===== src/design/fcf_pkg.sv =====
package fcf_pkg;

	// Field and register widths
	localparam int SAMPLE_W = 16;
	localparam int COEF_W   = 16;
	localparam int PROD_W   = SAMPLE_W + COEF_W;
	localparam int ACC_W    = 34;
	localparam int KL_W     = 3;
	localparam int IDX_W    = 3;
	localparam int DATA_W   = 16;

	// Default number of tap cells
	localparam int TAPS_DEF = 7;

	// Register indexes on the write port
	localparam logic [IDX_W-1:0] REG_KERNEL_LENGTH = 3'd0;
	localparam logic [IDX_W-1:0] REG_TAP0          = 3'd1;

	// Control that travels with an item between pipeline stages
	typedef struct packed {
		logic valid;
		logic final_item;
	} stage_ctl_t;

endpackage


===== src/design/fcf_cell.sv =====
module fcf_cell import fcf_pkg::*; #(
	parameter bit HOLD = 1'b1
) (
	input  logic                       clk,
	input  logic                       arst_n,
	input  logic                       push,
	input  logic                       clear,
	input  logic                       tap_en,
	input  logic signed [COEF_W-1:0]   tap,
	input  logic signed [SAMPLE_W-1:0] sample_in,
	output logic signed [SAMPLE_W-1:0] sample_out,
	output logic signed [PROD_W-1:0]   product_s1
);

	logic signed [PROD_W-1:0] product_c;

	// Multiply the sample seen by this cell with its coefficient
	assign product_c = tap_en ? PROD_W'(tap) * PROD_W'(sample_in) : '0;

	// Register the product on every push
	always_ff @(posedge clk) begin
		if (push) begin
			product_s1 <= product_c;
		end
	end

	// Hold one delay-line entry and hand it to the next cell
	generate
		if (HOLD) begin : g_hold
			logic signed [SAMPLE_W-1:0] hist_q;

			always_ff @(posedge clk or negedge arst_n) begin
				if (!arst_n) begin
					hist_q <= '0;
				end else if (push) begin
					hist_q <= clear ? '0 : sample_in;
				end
			end

			assign sample_out = hist_q;
		end else begin : g_end
			assign sample_out = '0;
		end
	endgenerate

endmodule


===== config.mk =====
export PLATFORM = sky130hd
export DESIGN_NAME = fcf_cell
export DESIGN_NICKNAME = d
export VERILOG_FILES = /design/src/design/fcf_pkg.sv /design/src/design/fcf_cell.sv
export SDC_FILE = /design/constraint.sdc
export NUM_CORES = 1
export LEC_CHECK = 0
export ABC_AREA = 1
export BUFFER_PORTS_ARGS = -buffer_cell sky130_fd_sc_hd__buf_2
export CORE_MARGIN = 1
export CORE_UTILIZATION = 58
export DETAILED_ROUTE_END_ITERATION = 10
export GPL_ROUTABILITY_DRIVEN = 0
export PLACE_DENSITY = 0.84
export SLEW_MARGIN = 0
export SYNTH_ARGS = -nofsm -noshare
export SYNTH_HDL_FRONTEND = slang
export SYNTH_SLANG_ARGS = --single-unit

===== constraint.sdc =====
create_clock -name clk -period 0.8 [get_ports clk]
set_input_delay 0.16 -clock clk [delete_from_list [all_inputs] [get_ports clk]]
set_output_delay 0.16 -clock clk [all_outputs]
set_load 0.01 [all_outputs]

==> flow_metrics.env, run 1 <==
export IMPL_numClockSinks=48
export IMPL_die_w_um=149
export IMPL_place_hpwl_mm=29.5
export IMPL_die_h_um=149
export IMPL_yosys_area_top_type="fa_1"
export IMPL_rows=53
export IMPL_syn_area_mm2=0.0126
export IMPL_cts_buffer_depth=2
export IMPL_status="stopped before the end"
export IMPL_htree_levels=2
export IMPL_io_pins=85
export IMPL_synthDistinctLibCells=35
export IMPL_synth_warnings=0
export IMPL_grt_usage_pct=66.9
export IMPL_postSynthCellCount=1618
export IMPL_start_util_pct=59.5
export IMPL_clockRootBuffer="clkbuf_16"
export IMPL_synth_top_area_share_pct=41.6
export IMPL_ys_seq_area_share_pct=10.8
export IMPL_stop_stage="global routing"
export IMPL_numCtsBuffers=5
export IMPL_worst_path_end_type="register data pin"
export IMPL_grt_start_max_net_pins=37
export IMPL_synth_area_leaders="fa_1 (42%), inv_1 (15%), nand2_1 (13%)"
export IMPL_io_buffers=84
export IMPL_numPlacedInstances=2067
export IMPL_tool_error="[ERROR GRT-0232] Routing congestion too high. Check the congestion heatmap in the GUI."
export IMPL_avgSynthCellArea_um2=7.79
export IMPL_overflow=45
export IMPL_grt_repair_worst_endpoint="product_s1[23]$_SDFFCE_PN0P_/D"
export IMPL_synth_seq_cells=48
export IMPL_syn_nets=1999
synth_stat cells:
library cell and count:
a21oi_1 33, a21oi_2 2, a31oi_1 1, and2_1 4, buf_1 3, buf_2 1
buf_4 1, clkbuf_1 60, clkinv_1 1, dfrtp_1 16, edfxtp_1 32, fa_1 262
ha_1 82, inv_1 502, inv_2 4, nand2_1 421, nand2_2 11, nand3_1 37
nand3_2 3, nand3b_1 2, nand4_1 7, nor2_1 69, nor2_2 7, nor2_4 4
nor3_1 5, nor3_2 1, nor3_4 1, o21a_1 7, o21ai_0 26, o21ai_1 1
o21bai_1 5, o22ai_1 2, or2_2 2, xnor2_1 2, xor2_1 1
cells by family after synthesis:
kind of cell	synth area share, %
xor+xnor	0.209
simple gates	18.7
buf+inv	17.1
compound gates	3.39
flops	10.8
fa+ha+maj	49.8
metrics by stage:
step | setup TNS, ps | area, µm² | setup slack [ps]
after floorplan | -105550 | 13700 | -4220
after global placement | -120420 | 15000 | -4510
after detailed placement | -123640 | 15000 | -4670
after CTS | -116460 | 16400 | -4060
routing by layer:
layer / track usage [%] / GRT overflow
met4: 66.8 / 21
met3: 51.6 / 0
met5: 17.3 / 0
met2: 84.7 / 24
met1: 65.8 / 0
what timing repair did:
action | 4_1_cts
setup endpoints to repair | 80
hold buffers | 1
setup buffers | 36
pin swaps | 154
resized for setup | 271
endpoints found under the hold margin | 16
cloned | 3
==> run 2: changes to the inputs <==
- CORE_UTILIZATION: 58 -> 40
- PLACE_DENSITY: 0.84 -> not set
- PLACE_DENSITY_LB_ADDON: not set -> 0.15
- clock period: 0.8 -> 1 ns (I/O delays scaled with it)
==> run 2 against run 1 <==
Compared with the run above:
- the flow now finishes, with violations (DRC, setup timing)
- synthesized cell count unchanged
- area after synthesis unchanged
==> flow_metrics.env, run 2 <==
export IMPL_crit_required_ps=1080
export IMPL_synth_simple_area_share_pct=18.7
export IMPL_m1WireLength_mm=15.8
export IMPL_hold_depth=5
export IMPL_synthAdderAreaFrac_pct=49.8
export IMPL_numCtsBuffers=5
export IMPL_largest_reg_flops=32
export IMPL_top_layer_used="met4"
export IMPL_vias=10500
export IMPL_die_w_um=179
export IMPL_avgSynthCellArea_um2=7.79
export IMPL_grt_usage_pct=23.3
export IMPL_top_register="product_s1"
export IMPL_synth_edff_count=32
export IMPL_tightest_slew_ps=456
export IMPL_syn_nets=1999
export IMPL_postSynthCellCount=1618
export IMPL_route_met3_wl_mm=1.34
export IMPL_dieArea_mm2=0.0322
export IMPL_first_global_vias=11100
export IMPL_synth_seq_cells=48
export IMPL_cp_start_kind="primary input"
export IMPL_antenna_found_initial=0
export IMPL_diodes=0
export IMPL_slew_headroom_pct=69.6
export IMPL_drc_errors=6
export IMPL_status="finished, violations left"
export IMPL_io_pins=85
export IMPL_min_period_ps=4930
export IMPL_critPathMaxFanout=5
export IMPL_syn_area_mm2=0.0126
export IMPL_r2r_end="sample_out[6]"
export IMPL_maxSlewViolCount=0
export IMPL_final_antenna_net_count=0
export IMPL_synth_top_family_by_area="adder cells"
export IMPL_yosys_cell_count_top_type="inv_1"
export IMPL_synth_xor_area_share_pct=0.209
export IMPL_criticalPathCategory="in2reg"
export IMPL_io_buffers=84
export IMPL_clock_fmax_mhz=203
export IMPL_layout_nets=2239
export IMPL_numClockSinks=48
export IMPL_cts_tree="yes"
export IMPL_start_util_pct=41.0
export IMPL_ys_seq_area_share_pct=10.8
export IMPL_die_h_um=179
export IMPL_finalWorstSetupSlack_ps=-3930
export IMPL_reg2reg_slack_ps=170
export IMPL_coreArea_mm2=0.0307
export IMPL_synthDistinctLibCells=35
export IMPL_setup_violations=79
export IMPL_cts_buffer_depth=2
export IMPL_ys_flop_type="edfxtp_1"
export IMPL_synthToLayoutAreaGrowth_pct=37.5
export IMPL_worst_hold_startpoint="clear"
export IMPL_arrival_ps=5000
export IMPL_yosys_area_top_type="fa_1"
export IMPL_grt_start_max_net_pins=33
export IMPL_clockRootBuffer="clkbuf_16"
export IMPL_hold_violations=0
export IMPL_htree_levels=2
export IMPL_n_fill_cell=2868
export IMPL_synth_compound_area_share_pct=3.39
export IMPL_synthMuxAreaShare_pct=0
export IMPL_hold_path_endpoint="sample_out[11]"
export IMPL_synth_warnings=0
export IMPL_synth_area_leaders="fa_1 (42%), inv_1 (15%), nand2_1 (13%)"
export IMPL_met2_length_mm=18.5
export IMPL_wl_mm=36.0
export IMPL_grt_pass1_wl_mm=58.7
export IMPL_cp_end_kind="flip-flop"
export IMPL_clk_latency_ps=320
export IMPL_drive_gt1_share_pct=34.7
export IMPL_async_flop_share_pct=33.3
export IMPL_firstDrtPassIters=8
export IMPL_final_common_cell="inv_1"
export IMPL_rr_startpoint="sample_out[6]"
export IMPL_wl_per_cell_um=16.0
export IMPL_violations="DRC, setup timing"
export IMPL_path_clk_slew_ps=80
export IMPL_overflow=0
export IMPL_rsz0062_at_grt="true"
export IMPL_hold_path_class="in2reg"
export IMPL_tns_ps=-102990
export IMPL_skew_ps=0
export IMPL_rows=64
export IMPL_place_hpwl_mm=30.0
export IMPL_final_cell_mix="inv_1 (418), nand2_1 (336), fa_1 (237)"
export IMPL_synth_common_cells="inv_1 (502), nand2_1 (421), fa_1 (262), ha_1 (82), nor2_1 (69)"
export IMPL_drv_cap=0
export IMPL_finalCritPeriodShare_pct=493
export IMPL_routed_via_density=4.67
export IMPL_reg2reg_depth=4
export IMPL_synth_top_area_share_pct=41.6
export IMPL_drt_initial_drc_count=540
run 2: cell counts after synthesis:
Identical to the previous run, type by type.
run 2: cell families (layout without fill, tap and decap cells):
family | count (synthesis) | after routing
xor gates and xnor gates | 3 | 3
DFF | 48 | 48
AOI/OAI and AO/OA | 77 | 77
and+or+nand+nor | 574 | 574
buffers and inverters | 572 | 813
adders and majority gates | 344 | 344
run 2: worst max path at each step:
stage / from / endpoint / depth (start not counted)
final: sample_in[15] / product_s1[31] / 22
after global routing: sample_in[15] / product_s1[30] / 20
after CTS: sample_in[12] / product_s1[29] / 22
after detailed placement: tap[15] / product_s1[29] / 20
after global placement: tap[15] / product_s1[29] / 20
after floorplan: sample_in[3] / product_s1[29] / 21
run 2: area by class of cell:
class                      instances  area, µm²  area share (%)
clock buffer                       5        125           0.722
clock inverter                     3       68.8           0.397
inverter                         507       1910            11.1
multi-input combinational        998      10600            61.2
sequential                        48       1360            7.86
tap                              396        495            2.86
timing repair buffer             298       2760            15.9
run 2: per-layer routing:
metal | GRT usage (%) | vias to the layer above
met3 | 2.96 | 20
li1 | - | 5047
met1 | 31.4 | 5283
met4 | 3.52 | 0
met2 | 40.9 | 184
met5 | 0 | -
run 2: metrics by stage:
| step | instance area, µm² | hold WS, ps | instances | util [%] | setup slack, ps |
|---|---|---|---|---|---|
| 2_1_floorplan | 13700 | -95.6 | 1618 | - | -4060 |
| 3_3_place_gp | 15200 | 162 | 2198 | 49.6 | -4530 |
| 3_5_place_dp | 15200 | 175 | 2198 | 49.6 | -4600 |
| 4_1_cts | 16600 | 322 | 2237 | 53.9 | -3970 |
| 5_1_grt | 17300 | 353 | 2255 | 56.3 | -4080 |
| 6_report | 17300 | 326 | 2255 | 56.3 | -3930 |
run 2: what timing repair did:
item,in CTS,in global routing
gates resized for setup,249,178
setup endpoints to repair,79,79
hold buffers,1,0
setup buffers,29,20
pin swaps,119,114
cloned,1,2
hold endpoints to repair,16,0
run 2: critical path, cell delays in order:
cell and delay (ps):
buf_8 80, clkinvlp_4 140, or2_2 350, fa_1 590, fa_1 460, fa_1 520
inv_1 50, fa_1 510, inv_1 50, fa_1 480, inv_1 50, fa_1 480
ha_4 300, nand2_1 80, nor2_2 120, and2_1 150, and2_1 120, nand2_1 60
nand2_2 70, nand2_1 50, nand2_1 50, nor2_1 40
Power of run 2 is not shown: default switching activity piles up to over one toggle a cycle in this logic, so the estimate is an artifact.
==> run 3: changes to the inputs <==
- BUFFER_PORTS_ARGS: -buffer_cell sky130_fd_sc_hd__buf_2 -> -buffer_cell sky130_fd_sc_hd__clkbuf_2
==> run 3 against run 2 <==
Compared with the run above:
- the run ends with setup timing left
- hold slack about the same
- clock skew unchanged
- setup slack better by 7.8 ps
- via count increased by 1.6%
- core utilization grew 1.3 points
- cell area up 2.3%
- critical endpoint is now product_s1[29]
- non-clock buffer count is 12 higher
- die area stayed put
- sequential cell count is the same
- sequential share of layout area decreased by 0.18 points
- maximum frequency rose by 0.16%
- highest routed layer unchanged
==> flow_metrics.env, run 3 (synthesis results as in run 2) <==
export IMPL_finalWorstSetupSlack_ps=-3920
export IMPL_grt_usage_pct=24.9
export IMPL_clockRootBuffer="clkbuf_16"
export IMPL_tightest_slew_ps=572
export IMPL_drc_errors=0
export IMPL_crit_chain="clkbuf_16, nand2_8, inv_6, fa_2, buf_6, fa_1, fa_1, fa_1, fa_1, inv_1, fa_2, inv_2, ha_4, nand2_4, nor2_4, inv_2, nor3_2, nand2_1, nand3_1, and2_1, nor2_1"
export IMPL_cp_start_kind="primary input"
export IMPL_io_pins=85
export IMPL_post_dp_cell_area_mm2=0.0154
export IMPL_overflow=0
export IMPL_pre_cts_slack_ps=-4510
export IMPL_coreArea_mm2=0.0307
export IMPL_firstDrtPassIters=7
export IMPL_antenna_found_initial=0
export IMPL_hold_path_class="in2reg"
export IMPL_diodes=0
export IMPL_final_common_cell="inv_1"
export IMPL_top_register="product_s1"
export IMPL_numPlacedInstances=2212
export IMPL_numCtsBuffers=5
export IMPL_cp_slowest_cell="fa_2"
export IMPL_hold_violations=0
export IMPL_htree_levels=2
export IMPL_numClockSinks=48
export IMPL_io_buffers=84
export IMPL_final_antenna_net_count=0
export IMPL_grt_pass1_wl_mm=62.0
export IMPL_timing_critical_path_mode_cell="fa_1"
export IMPL_finalCritPeriodShare_pct=492
export IMPL_vias=10700
export IMPL_die_h_um=179
export IMPL_maxSlewViolCount=0
export IMPL_start_util_pct=41.0
export IMPL_rows=64
export IMPL_final_cell_mix="inv_1 (418), nand2_1 (325), fa_1 (239)"
export IMPL_largest_reg_flops=32
export IMPL_clk_latency_ps=320
export IMPL_criticalPathCategory="in2reg"
export IMPL_crit_required_ps=1080
export IMPL_cts_buffer_depth=2
export IMPL_synthToLayoutAreaGrowth_pct=40.6
export IMPL_routed_via_density=4.72
export IMPL_critPathMaxFanout=5
export IMPL_cp_end_kind="flip-flop"
export IMPL_grt_start_max_net_pins=33
export IMPL_clock_fmax_mhz=203
export IMPL_skew_ps=0
export IMPL_final_area_mm2=0.0177
export IMPL_setup_violations=79
export IMPL_wl_mm=37.8
export IMPL_drt_initial_drc_count=564
export IMPL_drv_cap=0
export IMPL_wl_per_cell_um=16.7
export IMPL_first_global_vias=11600
export IMPL_status="finished, violations left"
export IMPL_hold_slack_ps=326
export IMPL_dieArea_mm2=0.0322
export IMPL_final_instance_count_excl_fill=2267
export IMPL_place_hpwl_mm=30.3
export IMPL_slew_headroom_pct=61.9
export IMPL_die_w_um=179
export IMPL_path_clk_slew_ps=80
export IMPL_slowest_delay_ps=660
export IMPL_cts_tree="yes"
export IMPL_violations="setup timing"
export IMPL_layout_nets=2251
export IMPL_rsz0062_at_grt="true"
export IMPL_arrival_ps=5010
export IMPL_min_period_ps=4920
export IMPL_drive_gt1_share_pct=36.5
==> run 3: critical path: cells and delay by family <==
family / cells / cell delay [ps]
and+or+nand+nor: 8 / 850
buffers and inverters: 6 / 470
adders and majority gates: 7 / 3470
==> run 3: area by class of cell <==
cell class	instances	area, µm²
clock buffer	5	125
clock inverter	3	68.8
fill	2791	13000
inverter	507	1920
multi-input combinational	998	10700
sequential	48	1360
tap	396	495
timing repair buffer	310	3030
==> run 3: repair_timing <==
item,in CTS,in global routing
hold endpoints to repair,16,0
setup endpoints to repair,79,79
hold buffers,1,0
pin swaps,145,109
gates cloned,6,2
resized for setup,292,163
buffers inserted,22,20
==> run 3: per-stage QoR <==
step                      TNS [ps]  util [%]
final                      -102570      57.6
after global placement     -116500      50.1
after global routing       -107980      57.6
after detailed placement   -116900      50.1
after floorplan            -100590         -
after CTS                  -102400      55.4
==> run 3: final timing paths <==
check,start,end,slack [ps],cells after the start
min in group asynchronous,arst_n,sample_out[1],400,2
hold reg to reg,sample_out[5],sample_out[5],530,2
setup reg to reg,sample_out[12],sample_out[12],150,4
max in group asynchronous,arst_n,sample_out[8],210,2
setup / recovery,sample_in[1],product_s1[29],-3920,21
hold / removal,clear,sample_out[6],330,5
==> run 3: per-layer routing <==
layer / GRT usage [%] / part of all wire, % / vias up
met1: 32.7 / 43 / 5318
met2: 43.5 / 50 / 245
met4: 5.86 / 2.2 / 0
met5: 0 / 0 / -
met3: 3.30 / 4.8 / 56
li1: - / - / 5080
Power of run 3 is left out for the same reason.
==> run 4: changes to the inputs <==
- ABC_AREA: 1 -> not set
- CTS_CLUSTER_SIZE: not set -> 20
==> run 4 against run 3 <==
Compared with the run above:
- the flow still finishes with violations (setup timing)
- cell area decreased by 6.9%
- highest routed layer unchanged
- sequential cell count is the same
- final cell count shrank 14%
- critical endpoint unchanged
- setup slack got worse by 280 ps
- non-clock buffer count is 32 higher
==> flow_metrics.env, run 4 <==
export IMPL_postSynthCellCount=1260
export IMPL_yosys_cell_count_top_type="inv_1"
export IMPL_slew_headroom_pct=74.9
export IMPL_clockRootBuffer="clkbuf_16"
export IMPL_top_register="product_s1"
export IMPL_avgSynthCellArea_um2=9.48
export IMPL_seqCellArea_mm2=0.00136
export IMPL_drive_gt1_share_pct=35.8
export IMPL_arrival_ps=5350
export IMPL_cp_end_kind="flip-flop"
export IMPL_path_clk_slew_ps=80
export IMPL_die_h_um=175
export IMPL_status="finished, violations left"
export IMPL_skew_ps=0
export IMPL_grt_usage_pct=23.4
export IMPL_wl_per_cell_um=17.1
export IMPL_io_buffers=84
export IMPL_coreArea_mm2=0.0290
export IMPL_finalWorstSetupSlack_ps=-4200
export IMPL_reg2reg_slack_ps=250
export IMPL_largest_reg_flops=32
export IMPL_cts_tree="yes"
export IMPL_place_hpwl_mm=27.5
export IMPL_min_period_ps=5200
export IMPL_critPathMaxFanout=7
export IMPL_violations="setup timing"
export IMPL_synth_seq_cells=48
export IMPL_io_pins=85
export IMPL_synth_top_area_share_pct=43.9
export IMPL_rows=62
export IMPL_finalCritPeriodShare_pct=520
export IMPL_drt_initial_drc_count=305
export IMPL_htree_levels=2
export IMPL_synthDistinctLibCells=57
export IMPL_maxSlewViolCount=0
export IMPL_wl_mm=33.3
export IMPL_ys_flop_type="edfxtp_1"
export IMPL_rsz0062_at_grt="true"
export IMPL_dieArea_mm2=0.0306
export IMPL_finish_utilization_pct=56.8
export IMPL_synth_edff_count=32
export IMPL_n_fill_cell=2602
export IMPL_syn_area_mm2=0.0120
export IMPL_synthToLayoutAreaGrowth_pct=38.0
export IMPL_hold_violations=0
export IMPL_vias=9499
export IMPL_grt_start_max_net_pins=35
export IMPL_cp_startpoint="sample_in[2]"
export IMPL_clock_fmax_mhz=192
export IMPL_worst_hold_startpoint="sample_in[4]"
export IMPL_async_flop_share_pct=33.3
export IMPL_hold_path_class="in2reg"
export IMPL_syn_nets=1641
export IMPL_drc_errors=0
export IMPL_cp_start_kind="primary input"
export IMPL_cts_buffer_depth=2
export IMPL_setup_violations=63
export IMPL_yosys_area_top_type="fa_1"
export IMPL_grt_pass1_wl_mm=55.3
export IMPL_synth_warnings=0
export IMPL_clk_latency_ps=300
export IMPL_numCtsBuffers=5
export IMPL_firstDrtPassIters=5
export IMPL_routed_via_density=4.89
export IMPL_layout_nets=1940
export IMPL_first_global_vias=10900
export IMPL_antenna_found_initial=0
export IMPL_tightest_slew_ps=375
export IMPL_rr_startpoint="sample_out[1]"
export IMPL_criticalPathCategory="in2reg"
export IMPL_multiInputGateArea_mm2=0.0103
export IMPL_diodes=0
export IMPL_final_common_cell="inv_1"
export IMPL_synth_common_cells="inv_1 (304), fa_1 (262), nand2_1 (132), and2_1 (125), ha_1 (82)"
export IMPL_final_antenna_net_count=0
export IMPL_overflow=0
export IMPL_drv_cap=0
export IMPL_final_cell_mix="inv_1 (278), fa_1 (240), buf_4 (196)"
export IMPL_die_w_um=175
export IMPL_ys_seq_area_share_pct=11.4
export IMPL_crit_required_ps=1150
export IMPL_start_util_pct=41.2
export IMPL_numClockSinks=48
export IMPL_synth_area_leaders="fa_1 (44%), inv_1 (9.5%), ha_1 (8.6%)"
[run 4: worst paths after layout]
path                                  end  depth (start not counted)
max in group asynchronous  sample_out[14]                          3
hold / removal              sample_out[4]                          4
setup reg to reg            sample_out[1]                          3
setup / recovery           product_s1[29]                         20
min in group asynchronous   sample_out[7]                          3
hold reg to reg             sample_out[5]                          2
[run 4: worst max-delay path, stage by stage]
cell and delay, ps:
clkbuf_16 140, buf_6 120, nand2_4 50, inv_2 40
fa_2 490, buf_12 150, fa_2 670, buf_6 130
fa_2 430, fa_1 450, fa_1 500, inv_1 50
fa_1 480, inv_1 40, ha_1 280, a21o_1 160
a21o_1 190, a31o_4 240, or3_1 350, o211ai_1 160
[run 4: kinds of logic after synthesis]
kind of cell / count (synthesis) / synth area share [%]
compound gates: 115 / 6.58
xor+xnor: 23 / 1.69
fa+ha+maj: 344 / 52.5
buf+inv: 355 / 11.3
flops: 48 / 11.4
mux: 5 / 0.419
simple gates: 370 / 16.1
[run 4: per-stage QoR]
| stage | hold slack, ps | TNS [ps] | cell area, µm² | setup WS [ps] | instances |
|---|---|---|---|---|---|
| after floorplan | -95.6 | -101900 | 12800 | -4250 | 1260 |
| after global placement | 188 | -120400 | 14800 | -4700 | 1886 |
| after detailed placement | 194 | -121030 | 14800 | -4720 | 1886 |
| after CTS | 332 | -108020 | 15900 | -4240 | 1918 |
| after global routing | 351 | -112410 | 16500 | -4370 | 1944 |
| final | 322 | -107210 | 16500 | -4200 | 1944 |
[run 4: cell type report]
cell class                      instances  share of cell area [%]
Multi-Input combinational cell        857                    62.8
Timing Repair Buffer                  342                    18.1
Sequential cell                        48                    8.25
Inverter                              305                    6.94
Tap cell                              384                    2.91
Clock buffer                            5                   0.759
Clock inverter                          3                   0.281
[run 4: layer usage]
layer | wire length [µm] | GRT usage, % | vias to the layer above
li1 | - | - | 4388
met2 | 18200 | 44.4 | 156
met1 | 13600 | 28.1 | 4912
met4 | 671 | 5.29 | 0
met3 | 850 | 2.50 | 43
met5 | 0 | 0 | -
[run 4: timing repair]
action | 4_1_cts | 5_1_grt
hold buffers | 1 | 0
pin swaps | 94 | 85
endpoints found under the hold margin | 16 | 0
cloned | 1 | 1
gates resized for setup | 159 | 115
endpoints found under the setup margin | 71 | 79
buffers inserted | 24 | 26
Power of run 4 is left out for the same reason.
