File: config.mk
export PLATFORM = sky130hd
export DESIGN_NAME = fcf_sum
export DESIGN_NICKNAME = d
export VERILOG_FILES = /design/src/design/fcf_pkg.sv /design/src/design/fcf_sum.sv
export SDC_FILE = /design/constraint.sdc
export NUM_CORES = 1
export LEC_CHECK = 0
export BUFFER_PORTS_ARGS = -buffer_cell sky130_fd_sc_hd__buf_2
export CAP_MARGIN = 20
export CELL_PAD_IN_SITES_DETAIL_PLACEMENT = 1
export CELL_PAD_IN_SITES_GLOBAL_PLACEMENT = 2
export CORE_AREA = 4 4 223 225
export CTS_CLUSTER_DIAMETER = 50
export DETAILED_ROUTE_END_ITERATION = 16
export DIE_AREA = 0 0 227 229
export GPL_ROUTABILITY_DRIVEN = 0
export PLACE_DENSITY_LB_ADDON = 0.1
export SKIP_CTS_REPAIR_TIMING = 1
export SYNTH_ARGS = -nofsm -noshare
export SYNTH_HDL_FRONTEND = slang
export SYNTH_SLANG_ARGS = --single-unit
File: constraint.sdc
create_clock -name clk -period 5.5 [get_ports clk]
set_input_delay 1.1 -clock clk [delete_from_list [all_inputs] [get_ports clk]]
set_output_delay 1.1 -clock clk [all_outputs]
set_load 0.05 [all_outputs]
File: src/design/fcf_pkg.sv
package fcf_pkg;

	// Field and register widths
	localparam int SAMPLE_W = 16;
	localparam int COEF_W   = 16;
	localparam int PROD_W   = SAMPLE_W + COEF_W;
	localparam int ACC_W    = 34;
	localparam int KL_W     = 3;
	localparam int IDX_W    = 3;
	localparam int DATA_W   = 16;

	// Default number of tap cells
	localparam int TAPS_DEF = 7;

	// Register indexes on the write port
	localparam logic [IDX_W-1:0] REG_KERNEL_LENGTH = 3'd0;
	localparam logic [IDX_W-1:0] REG_TAP0          = 3'd1;

	// Control that travels with an item between pipeline stages
	typedef struct packed {
		logic valid;
		logic final_item;
	} stage_ctl_t;

endpackage

File: src/design/fcf_sum.sv
module fcf_sum import fcf_pkg::*; #(
	parameter int TAPS = TAPS_DEF
) (
	input  logic                     clk,
	input  logic                     arst_n,
	input  stage_ctl_t               ctl_in,
	input  logic signed [PROD_W-1:0] products [0:TAPS-1],
	output logic                     in_en,
	output stage_ctl_t               ctl_out,
	output logic signed [ACC_W-1:0]  sum,
	input  logic                     out_en
);

	localparam int LEVELS = (TAPS > 1) ? $clog2(TAPS) : 0;
	localparam int P      = 1 << LEVELS;

	logic signed [ACC_W-1:0] node [0:LEVELS][0:P-1];
	logic                    vld  [0:LEVELS];
	logic                    fin  [0:LEVELS];
	logic                    en   [1:LEVELS+1];

	// Leaves: products widened, padding leaves at zero
	genvar i, l;
	generate
		for (i = 0; i < P; i++) begin : g_leaf
			if (i < TAPS) begin : g_use
				assign node[0][i] = ACC_W'(products[i]);
			end else begin : g_pad
				assign node[0][i] = '0;
			end
		end
	endgenerate

	assign vld[0]         = ctl_in.valid;
	assign fin[0]         = ctl_in.final_item;
	assign en[LEVELS + 1] = out_en;

	// One registered adder level per stage, each stage fills its own bubble
	generate
		for (l = 1; l <= LEVELS; l++) begin : g_lvl
			assign en[l] = !vld[l] || en[l + 1];

			always_ff @(posedge clk or negedge arst_n) begin
				if (!arst_n) begin
					vld[l] <= 1'b0;
					fin[l] <= 1'b0;
				end else if (en[l]) begin
					vld[l] <= vld[l - 1];
					fin[l] <= fin[l - 1];
				end
			end

			for (i = 0; i < (P >> l); i++) begin : g_add
				always_ff @(posedge clk) begin
					if (en[l] && vld[l - 1]) begin
						node[l][i] <= node[l - 1][2 * i] + node[l - 1][2 * i + 1];
					end
				end
			end
		end
	endgenerate

	assign in_en              = en[1];
	assign ctl_out.valid      = vld[LEVELS];
	assign ctl_out.final_item = fin[LEVELS];
	assign sum                = node[LEVELS][0];

endmodule

# ---- Yosys cells after proc, flatten, opt, wreduce, memory -nomap -nowiden
# Cells that the tools add are included.
dict set report classes {
  add_sub_neg 6
  reduce_logical 9
}
# operator count
set ops {}
lappend ops {{$add A32 B32 Y33} 3}
lappend ops {{$add A34 B34 Y34} 2}
lappend ops {{$add A34 B32 Y34} 1}
lappend ops {{$logic_and A1 B1 Y1} 3}
lappend ops {{$logic_not A1 Y1} 3}
lappend ops {{$logic_or A1 B1 Y1} 3}
dict set report word_totals {
  register_bits 242
  elab_cells 28
  in_bits 229
  out_inout_bits 37
}

# ---- Depth between registers and ports, before layout
# Gate-level depths: netlist (run 1).
dict set report depth {
  depth_word 5
  depth_mapped 11
  depth_no_buf 11
}

# ---- Least setup slack after synthesis (run 1)
# Ideal clock, no wire load.
dict set report synth_path {
  kind {input to register}
  from {input port out_en}
  to {register node[680] (netlist bit) (enable)}
  path_slack_ns 0.292
  setup_ns 0.505
  stages 3
  arrival_ns 4.702
  cell_sequence {nor2b_1 -> nand3_1 -> and2_1}
}
dict set report synth_between {
  elab_chain_len 4
}
# element line_no
set synth_rtl {}
lappend synth_rtl {{start, declared} fcf_sum.sv:11} ;# input logic out_en
lappend synth_rtl {{$logic_or A1 B1 Y1 (3 in series)} fcf_sum.sv:41} ;# assign en[l] = !vld[l] || en[l + 1];
lappend synth_rtl {{via in_en} fcf_sum.sv:8} ;# output logic in_en,
lappend synth_rtl {{$logic_and A1 B1 Y1} fcf_sum.sv:55} ;# if (en[l] && vld[l - 1]) begin
lappend synth_rtl {{end signal, assigned by index} fcf_sum.sv:56} ;# node[l][i] <= node[l - 1][2 * i] + node[l - 1][2 * i + 1];
lappend synth_rtl {{end, declared} fcf_sum.sv:17} ;# logic signed [ACC_W-1:0] node [0:LEVELS][0:P-1];
# The timed path passes the listed nets, and every way through them passes these cells.
# A chain may end at the register's enable or synchronous reset.

# ---- Worst setup path after layout (run 1)
dict set report layout_path {
  from {register node[476] (netlist bit)}
  to {register node, in the netlist sum[30], data pin}
}
dict set report layout_between {
  elab_chain_len 1
}
# element line_no
set layout_rtl {}
lappend layout_rtl {{$add A34 B34 Y34} fcf_sum.sv:56}
# No other way between the ends.

==> flow_metrics.py, run 1 <==
metrics = {
    "power_and_ir_drop": {
        "swShare_pct": 38.0,
        "p_seq_share_pct": 31.7,
        "vdd_drop_max_v": 0.000194,
        "powerDensity_mw_per_mm2": 422,
        "p_comb_share_pct": 41.2,
        "p_leak_nw": 8.71,
        "power.switching_w": 0.00329,
        "intPower_w": 0.00536,
        "pwr-share-clk_pct": 27.1,
        "finalPower_w": 0.00864,
    },
    "worst_setup_path": {
        "critPathKind": "reg -> reg",
        "start_kind": "flip-flop",
        "critPathMaxStageDelay_ps": 490,
        "critPathRequiredTime_ps": 5770,
        "critPathArrivalTime_ps": 3750,
        "r2r_cells": 11,
        "reg2reg_slack_ps": 2020,
        "r2r-end": "sum[30]$_DFFE_PP_",
        "cp_slowest_cell": "a32oi_1",
        "r2r_start": "node[476]$_DFFE_PP_",
        "crit_chain": "ha_1 > inv_1 > fa_1 > nand2b_1 > a211oi_1 > o2111ai_1 > a32oi_1 > a31oi_2 > nor4_1 > o41ai_1 > xnor2_1",
        "end_kind": "flip-flop",
        "critPathMaxFanout": 4,
    },
    "routing": {
        "drcViolationCount": 0,
        "wl_per_cell_um": 19.2,
        "via_per_inst": 5.35,
        "wl_mm": 49.8,
        "dr.pass1.iters": 5,
        "vias": 13800,
        "drt_iter0_drc": 530,
        "ant_nets": 0,
    },
    "global_route": {
        "grt_pass1_wl_mm": 79.3,
        "first_global_vias": 14700,
        "gr-usage-all-layers_pct": 19.0,
        "antenna_found_initial": 9,
        "grt_max_degree": 69,
        "overflow": 0,
    },
    "placed_design": {
        "portBuffers": 265,
        "dp_slack_ps": 1570,
        "dpl_cell_area_mm2": 0.0193,
        "hpwl_mm": 41.1,
    },
    "floorplan": {
        "core_area_mm2": 0.0475,
        "dieArea_mm2": 0.0520,
        "start_util_pct": 36.9,
        "dieWidth_um": 227,
        "ios": 266,
        "fp.dieH_um": 229,
        "rows": 80,
    },
    "timing": {
        "finalHoldViolations": 0,
        "finalCriticalPeriod_ps": 3480,
        "max_freq_ghz": 0.288,
        "tightest_slew_ps": 978,
        "fin_crit_sh_pct": 63.2,
        "setup_viol": 0,
        "fin_setup_tns_ps": 0,
        "maxSlewViolCount": 0,
        "slew-limit-headroom_pct": 34.8,
        "postLayoutSetupSlackWorst_ps": 2020,
        "skew_ps": 23.6,
        "rsz0062_at_grt": "no",
    },
    "yosys": {
        "ys.flop_type": "edfxtp_1",
        "synth_largest_area_cell": "edfxtp_1",
        "synth_edf_count": 233,
        "netlist.area_leader.share_pct": 39.9,
        "synth-seq-cells": 239,
        "synth_cells": 1710,
        "mappedNetlistNets": 2140,
        "synth_area_per_cell_um2": 10.3,
        "synth_area_mm2": 0.0175,
        "ys_warn_count": 0,
        "netlist_top_cells_area": "edfxtp_1 (40%), ha_1 (14%), xnor2_1 (5.0%)",
        "synth.distinct_cells": 75,
        "ys_seq_area_share_pct": 40.8,
        "synthArstFlopShare_pct": 2.51,
    },
    "final_layout": {
        "final_cell_mix": "buf_2 (265), edfxtp_1 (233), ha_1 (195)",
        "layout-drive-gt1-share_pct": 17.6,
        "fin_nets": 2378,
        "final_area_mm2": 0.0205,
        "final_util_pct": 43.1,
        "area_growth_pct": 16.9,
        "fill_cells": 5338,
        "regArea_mm2": 0.00715,
        "mostFrequentLayoutCell": "buf_2",
        "multiInputGateArea_mm2": 0.00983,
    },
    "clock_network": {
        "clock_latency_ps": 540,
        "clockBufferDepth": 3,
        "numCtsBuffers": 36,
        "root_buffer": "clkbuf_16",
        "clkTransAtPathRegs_ps": 60,
        "cts_tree": "done",
        "cts_sinks": 239,
        "cts_max_level": 2,
    },
    "worst_hold_path": {
        "hold_class": "in -> async",
    },
    "flow_run": {
        "maxCapViolCount": 0,
    },
    "status": {
        "outcome": "finished, final reports clean",
    },
}
==> layer usage <==
metal	global-route usage (%)	part of all wire, %
met4	3.71	1.5
met1	25.1	45
met2	33.0	49
met3	3.28	4.2
met5	0	0.042
==> cell type report <==
class	count	area share [%]
diodes	1	0.0122
clock buffers	40	4.47
multi-input cells	1356	48.0
inverters	48	0.879
well taps	615	3.75
flip-flops and latches	239	34.9
clock inverters	24	1.50
repair buffers	267	6.54
==> power groups by stage <==
| stage | logic, W | clock network, W | registers [W] |
|---|---|---|---|
| global route | 0.00396 | 0.00249 | 0.00278 |
| floorplan | 0.00277 | 0 | 0.00273 |
| finish | 0.00356 | 0.00234 | 0.00274 |
| detailed placement | 0.00358 | 0 | 0.00279 |
| global placement | 0.00353 | 0 | 0.00277 |
| CTS | 0.00360 | 0.00241 | 0.00276 |
==> synthesized netlist by cell type, types with 11 or more instances <==
| cell type | count |
|---|---|
| edfxtp_1 | 233 |
| ha_1 | 195 |
| a21oi_1 | 174 |
| nand2_1 | 136 |
| nor2_1 | 101 |
| xnor2_1 | 100 |
| a21o_1 | 82 |
| o21ai_0 | 77 |
| xor2_1 | 72 |
| inv_1 | 48 |
| buf_4 | 36 |
| nand2b_1 | 31 |
| nand3_1 | 31 |
| clkbuf_1 | 30 |
| o21bai_1 | 29 |
| a211oi_1 | 21 |
| nand4_1 | 21 |
| nor3_1 | 21 |
| o21a_1 | 21 |
| a31oi_1 | 19 |
| nor2b_1 | 18 |
| and2_1 | 16 |
| and3_1 | 16 |
| o21ai_1 | 15 |
| o211ai_1 | 14 |
| o31ai_1 | 13 |
| o2111ai_1 | 11 |
==> sequential cells by signal, indices dropped and copies added (netlist names) <==
name,flops
node,199
sum,34
ctl_out,2
fin,2
vld,2
==> worst max-delay path, delay by kind of cell, from the launching register on <==
family / cells / cell delay (ps)
adders and majority gates: 2 / 600
and+or+nand+nor: 2 / 590
buffers and inverters: 1 / 70
xor gates and xnor gates: 1 / 150
DFF: 1 / 330
AOI/OAI and AO/OA: 5 / 1460
==> worst max path at each step <==
stage                              from                   to  slack, ps  cells after the start
finish              node[476]$_DFFE_PP_    sum[30]$_DFFE_PP_       2020                     11
global placement          products[161]  node[811]$_DFFE_PP_       1630                     10
global route        node[680]$_DFFE_PP_  node[506]$_DFFE_PP_       1750                     11
detailed placement        products[161]  node[811]$_DFFE_PP_       1570                     10
CTS                 node[680]$_DFFE_PP_  node[506]$_DFFE_PP_       2020                     11
floorplan                        out_en  node[680]$_DFFE_PP_        290                      3
==> stage by stage <==
stage | cells | hold slack, ps
2_1_floorplan | 1710 | 449
3_3_place_gp | 2525 | 469
3_5_place_dp | 2525 | 475
4_1_cts | 2589 | 341
5_1_grt | 2589 | 351
6_report | 2590 | 374
==> logic make-up after synthesis <==
kind of cell | synth area share, %
xor+xnor | 8.59
simple gates | 11.2
flops | 40.8
mux | 0.499
fa+ha+maj | 14.6
compound gates | 21.1
buf+inv | 3.24
No activity file was read; power rests on OpenSTA's default activity.
==> run 2, diff against run 1 <==
--- a/config.mk
+++ b/config.mk
@@ -5,14 +5,15 @@
 export SDC_FILE = /design/constraint.sdc
 export NUM_CORES = 1
 export LEC_CHECK = 0
+export ABC_AREA = 1
 export BUFFER_PORTS_ARGS = -buffer_cell sky130_fd_sc_hd__buf_2
 export CAP_MARGIN = 20
 export CELL_PAD_IN_SITES_DETAIL_PLACEMENT = 1
 export CELL_PAD_IN_SITES_GLOBAL_PLACEMENT = 2
-export CORE_AREA = 4 4 223 225
+export CORE_AREA = 4 4 255 257
 export CTS_CLUSTER_DIAMETER = 50
 export DETAILED_ROUTE_END_ITERATION = 16
-export DIE_AREA = 0 0 227 229
+export DIE_AREA = 0 0 259 261
 export GPL_ROUTABILITY_DRIVEN = 0
 export PLACE_DENSITY_LB_ADDON = 0.1
 export SKIP_CTS_REPAIR_TIMING = 1
==> constraint.sdc (replaced) <==
create_clock -name clk -period 3.3 [get_ports clk]
set_input_delay 0.66 -clock clk [delete_from_list [all_inputs] [get_ports clk]]
set_output_delay 0.66 -clock clk [all_outputs]
set_load 0.05 [all_outputs]
==> flow_metrics.py, run 2 <==
metrics = {
    "timing": {
        "slew-limit-headroom_pct": 40.6,
        "postLayoutSetupSlackWorst_ps": 933,
        "max_freq_ghz": 0.423,
        "fin_crit_sh_pct": 71.7,
        "rsz0062_at_grt": "no",
        "tightest_slew_ps": 888,
        "finalHoldViolations": 0,
        "maxSlewViolCount": 0,
        "finalCriticalPeriod_ps": 2370,
        "skew_ps": 11.9,
        "hold_ws_ps": 238,
        "fin_setup_tns_ps": 0,
        "setup_viol": 0,
    },
    "clock_network": {
        "clkTransAtPathRegs_ps": 60,
        "cts_max_level": 1,
        "cts_tree": "done",
        "root_buffer": "clkbuf_16",
        "numCtsBuffers": 31,
        "cts_sinks": 239,
        "clockBufferDepth": 3,
        "clock_latency_ps": 590,
    },
    "worst_setup_path": {
        "end_kind": "flip-flop",
        "cp_num_cells": 13,
        "cp_slowest_cell": "fa_1",
        "reg2reg_slack_ps": 930,
        "crit_chain": "ha_1 > inv_1 > fa_1 > inv_1 > nand3_1 > nand2_2 > nand3_1 > nand2_1 > nand2_1 > nand2_2 > nand2_1 > nand3_1 > nand2_1",
        "path_buf_inv": 2,
        "path_delay_family": "simple AND/OR/NAND/NOR gates",
        "critPathArrivalTime_ps": 2680,
        "critPathMaxStageDelay_ps": 400,
        "critPathMaxFanout": 4,
        "cp-endpoint": "node[506]$_DFFE_PP_",
        "start_kind": "flip-flop",
        "r2r_cells": 13,
        "critPathRequiredTime_ps": 3610,
        "r2r-end": "node[506]$_DFFE_PP_",
        "crit_start": "node[714]$_DFFE_PP_",
        "r2r_start": "node[714]$_DFFE_PP_",
        "critPathKind": "reg -> reg",
        "cpMostUsedCell": "nand2_1",
    },
    "yosys": {
        "synth_compound_area_share_pct": 9.35,
        "synth_edf_count": 233,
        "synth-seq-cells": 239,
        "yosys.area_share.simple_pct": 30.8,
        "synth.distinct_cells": 25,
        "netlist.area_leader.share_pct": 33.1,
        "ys_warn_count": 0,
        "yosysMostFrequentCell": "nand2_1",
        "synth_area_mm2": 0.0211,
        "ys_seq_area_share_pct": 33.8,
        "netlist_top_cells_area": "edfxtp_1 (33%), nand2_1 (18%), ha_1 (12%)",
        "synthAdderAreaFrac_pct": 12.1,
        "synthArstFlopShare_pct": 2.51,
        "synth_area_per_cell_um2": 6.97,
        "synthMuxAreaShare_pct": 0.0533,
        "synth_top_family_by_area": "simple AND/OR/NAND/NOR gates",
        "mappedNetlistNets": 3462,
        "ys.flop_type": "edfxtp_1",
        "synth_cells": 3032,
        "synth_largest_area_cell": "edfxtp_1",
        "synth_xor_xnor_area_share_pct": 3.90,
        "synth_common_cells": "nand2_1 (989), inv_1 (490), nor2_1 (329), edfxtp_1 (233), a21oi_1 (210)",
    },
    "floorplan": {
        "dieWidth_um": 259,
        "core_area_mm2": 0.0627,
        "fp.dieH_um": 261,
        "dieArea_mm2": 0.0676,
        "start_util_pct": 33.7,
        "rows": 92,
        "ios": 266,
    },
    "routing": {
        "wl_per_cell_um": 17.9,
        "via_per_inst": 4.81,
        "drt_iter0_drc": 869,
        "wl_mm": 74.6,
        "drcViolationCount": 0,
        "vias": 20100,
        "ant_nets": 0,
        "dr.pass1.iters": 5,
    },
    "status": {
        "outcome": "finished, final reports clean",
    },
    "placed_design": {
        "portBuffers": 265,
        "hpwl_mm": 66.1,
        "dp_slack_ps": 580,
        "dp.cells": 4115,
    },
    "final_layout": {
        "stdcell_count": 4174,
        "fill_cells": 8111,
        "regMostFlops": "node",
        "largest_reg_flops": 199,
        "diodes": 0,
        "mostFrequentLayoutCell": "nand2_1",
        "fin_nets": 3733,
        "area_growth_pct": 16.2,
        "layout-drive-gt1-share_pct": 12.2,
        "final_cell_mix": "nand2_1 (987), inv_1 (487), nor2_1 (326)",
        "multiInputGateArea_mm2": 0.0119,
        "regArea_mm2": 0.00715,
    },
    "power_and_ir_drop": {
        "powerDensity_mw_per_mm2": 658,
        "vdd_drop_max_v": 0.000413,
        "p_leak_nw": 12.6,
    },
    "worst_hold_path": {
        "hold_class": "in -> reg",
        "whs_path_depth": 1,
    },
    "global_route": {
        "grt_pass1_wl_mm": 116,
        "gr-usage-all-layers_pct": 21.9,
        "first_global_vias": 21000,
        "antenna_found_initial": 4,
        "grt_max_degree": 69,
        "overflow": 0,
    },
    "flow_run": {
        "maxCapViolCount": 0,
    },
}
-- run 2: cell count changes in the layout (fill, tap and decap cells not counted), sizes merged, moves of 34 or more --
cell	change
a21o	-71
a21oi	+42
inv	+438
nand2	+904
nand3	+100
nor2	+233
nor3	+34
xnor2	-96
-- run 2: layer usage --
layer | routed length [µm] | track usage [%] | share of wire, % | up-vias
li1 | - | - | - | 10300
met1 | 35100 | 29.6 | 47 | 9406
met2 | 35300 | 38.2 | 47 | 336
met4 | 1440 | 4.56 | 1.9 | 0
met3 | 2780 | 2.18 | 3.7 | 68
met5 | 0 | 0 | 0 | -
-- run 2: power breakdown --
group          total, W  internal, W  switching, W  leakage (nW)
clock network   0.00371      0.00226       0.00145         0.567
registers       0.00482      0.00449      0.000328          2.33
logic           0.00763      0.00224       0.00538          9.73
total            0.0162      0.00899       0.00717          12.6
-- run 2: worst min-delay path by stage --
stage	from	endpoint
floorplan	arst_n	ctl_out[0]$_DFFE_PN0P_
global placement	fin[2]$_DFFE_PN0N_	fin[1]$_DFFE_PN0P_
detailed placement	fin[1]$_DFFE_PN0P_	ctl_out[0]$_DFFE_PN0P_
CTS	arst_n	ctl_out[0]$_DFFE_PN0P_
global route	products[7]	node[687]$_DFFE_PP_
finish	products[11]	node[691]$_DFFE_PP_
-- run 2: cell families (layout without fill, tap and decap cells) --
| logic type | after synthesis | in the layout |
|---|---|---|
| DFF | 239 | 239 |
| buffers and inverters | 526 | 822 |
| xor gates and xnor gates | 94 | 94 |
| adders and majority gates | 201 | 201 |
| muxes | 1 | 1 |
| and+or+nand+nor | 1597 | 1597 |
| AOI/OAI and AO/OA | 374 | 374 |
-- run 2: layout make-up --
class | instances | share of cell area [%]
Multi-Input combinational cell | 2267 | 48.5
Sequential cell | 239 | 29.1
Inverter | 490 | 7.50
Timing Repair Buffer | 274 | 5.84
Tap cell | 846 | 4.31
Clock buffer | 31 | 3.16
Clock inverter | 27 | 1.59
-- run 2: through the flow --
stage | instance area [µm²] | power, W | utilization, %
2_1_floorplan | 21200 | 0.0103 | -
3_3_place_gp | 23400 | 0.0124 | 37.3
3_5_place_dp | 23400 | 0.0126 | 37.3
4_1_cts | 24600 | 0.0164 | 39.1
5_1_grt | 24600 | 0.0174 | 39.2
6_report | 24600 | 0.0162 | 39.2
==> run 3, diff against run 2 <==
==> constraint.sdc (replaced) <==
create_clock -name clk -period 2.25 [get_ports clk]
set_input_delay 0.45 -clock clk [delete_from_list [all_inputs] [get_ports clk]]
set_output_delay 0.45 -clock clk [all_outputs]
set_load 0.05 [all_outputs]
==> flow_metrics.py, run 3 (synthesized netlist as in run 2, its figures left out) <==
metrics = {
    "status": {
        "outcome": "finished, final reports clean",
    },
    "worst_hold_path": {
        "whs_path_depth": 1,
        "worstHoldEndpoint": "node[691]$_DFFE_PP_",
        "hold_class": "in -> reg",
        "hp-start": "products[11]",
    },
    "placed_design": {
        "dp_slack_ps": -165,
        "hpwl_mm": 67.4,
        "dpl_cell_area_mm2": 0.0247,
        "portBuffers": 265,
    },
    "timing": {
        "finalCriticalPeriod_ps": 2180,
        "skew_ps": 27.2,
        "tightest_slew_ps": 569,
        "finalHoldViolations": 0,
        "postLayoutSetupSlackWorst_ps": 70.0,
        "setup_viol": 0,
        "max_freq_ghz": 0.459,
        "fin_crit_sh_pct": 96.9,
        "slew-limit-headroom_pct": 62.1,
        "rsz0062_at_grt": "yes",
        "maxSlewViolCount": 0,
        "fin_setup_tns_ps": 0,
    },
    "clock_network": {
        "numCtsBuffers": 31,
        "cts_tree": "done",
        "cts_sinks": 239,
        "root_buffer": "clkbuf_16",
        "clockBufferDepth": 3,
        "clkTransAtPathRegs_ps": 60,
        "cts_max_level": 1,
        "clock_latency_ps": 590,
    },
    "final_layout": {
        "final_area_mm2": 0.0261,
        "area_growth_pct": 23.3,
        "multiInputGateArea_mm2": 0.0122,
        "layout-drive-gt1-share_pct": 18.3,
        "fin_nets": 3904,
        "final_cell_mix": "nand2_1 (973), inv_1 (486), nor2_1 (318)",
        "final_util_pct": 41.5,
        "mostFrequentLayoutCell": "nand2_1",
        "regArea_mm2": 0.00715,
        "largest_reg_flops": 199,
        "regMostFlops": "node",
        "fill_cells": 8072,
        "diodes": 0,
    },
    "routing": {
        "drcViolationCount": 0,
        "dr.pass1.iters": 5,
        "vias": 20700,
        "wl_mm": 76.4,
        "ant_nets": 0,
        "drt_iter0_drc": 822,
        "via_per_inst": 4.77,
        "wl_per_cell_um": 17.6,
    },
    "worst_setup_path": {
        "end_kind": "flip-flop",
        "critPathKind": "reg -> reg",
        "start_kind": "flip-flop",
        "critPathArrivalTime_ps": 2490,
        "critPathMaxFanout": 4,
        "r2r-end": "sum[30]$_DFFE_PP_",
        "reg2reg_slack_ps": 70,
        "r2r_cells": 13,
        "critPathRequiredTime_ps": 2560,
        "r2r_start": "node[476]$_DFFE_PP_",
    },
    "floorplan": {
        "rows": 92,
        "dieWidth_um": 259,
        "fp.dieH_um": 261,
        "ios": 266,
        "start_util_pct": 33.7,
        "dieArea_mm2": 0.0676,
        "core_area_mm2": 0.0627,
    },
    "power_and_ir_drop": {
        "vdd_drop_max_v": 0.000571,
        "powerDensity_mw_per_mm2": 928,
        "p_leak_nw": 13.4,
    },
    "global_route": {
        "antenna_found_initial": 1,
        "gr-usage-all-layers_pct": 22.1,
        "grt_max_degree": 69,
        "overflow": 0,
        "first_global_vias": 21800,
        "grt_pass1_wl_mm": 118,
    },
    "flow_run": {
        "maxCapViolCount": 0,
    },
}
run 3: how the worst max path moves through the flow:
| stage | endpoint | slack, ps | startpoint |
|---|---|---|---|
| 3_5_place_dp | node[744]$_DFFE_PP_ | -160 | products[32] |
| 6_report | sum[30]$_DFFE_PP_ | 70 | node[476]$_DFFE_PP_ |
| 4_1_cts | node[506]$_DFFE_PP_ | -60 | node[714]$_DFFE_PP_ |
| 2_1_floorplan | node[680]$_DFFE_PP_ | -1060 | out_en |
| 3_3_place_gp | node[744]$_DFFE_PP_ | -90 | products[32] |
| 5_1_grt | sum[30]$_DFFE_PP_ | -50 | node[476]$_DFFE_PP_ |
run 3: worst max-delay path, stage by stage, from the launching register on:
cell	delay, ps
edfxtp_1	340
ha_1	170
inv_1	60
fa_2	360
inv_1	90
nand3_1	90
nand2_2	130
nand3_1	80
nand2_1	130
nand2_1	80
nand2_2	130
nand2_1	110
nand3_1	80
nand2_1	70
run 3: report_power, final:
part | switching (W) | internal, W | total (W)
Combinational | 0.00814 | 0.00392 | 0.0121
Clock | 0.00205 | 0.00297 | 0.00502
Sequential | 0.000504 | 0.00659 | 0.00709
Total | 0.0107 | 0.0135 | 0.0242
run 3: final cells by class:
type                            count  share of cell area (%)
Tap cell                          846                    4.06
Clock inverter                     20                   0.951
Clock buffer                       38                    3.12
Inverter                          490                    7.09
Multi-Input combinational cell   2267                    46.8
Timing Repair Buffer              445                    10.5
Sequential cell                   239                    27.4
run 3: routing by layer:
metal  vias to the layer above  global-route usage (%)  part of all wire (%)
li1                      10600                       -                     -
met4                         0                    3.75                   1.5
met5                         -                       0                     0
met3                        56                    2.20                   3.5
met2                       324                    39.4                    48
met1                      9724                    29.6                    47
run 3: stage by stage:
step | total power (W) | hold WS (ps) | std cells
3_5_place_dp | 0.0190 | 286 | 4281
6_report | 0.0242 | 30.6 | 4345
2_1_floorplan | 0.0151 | 154 | 3032
4_1_cts | 0.0242 | -338 | 4339
3_3_place_gp | 0.0188 | 275 | 4281
5_1_grt | 0.0261 | 6.19 | 4345
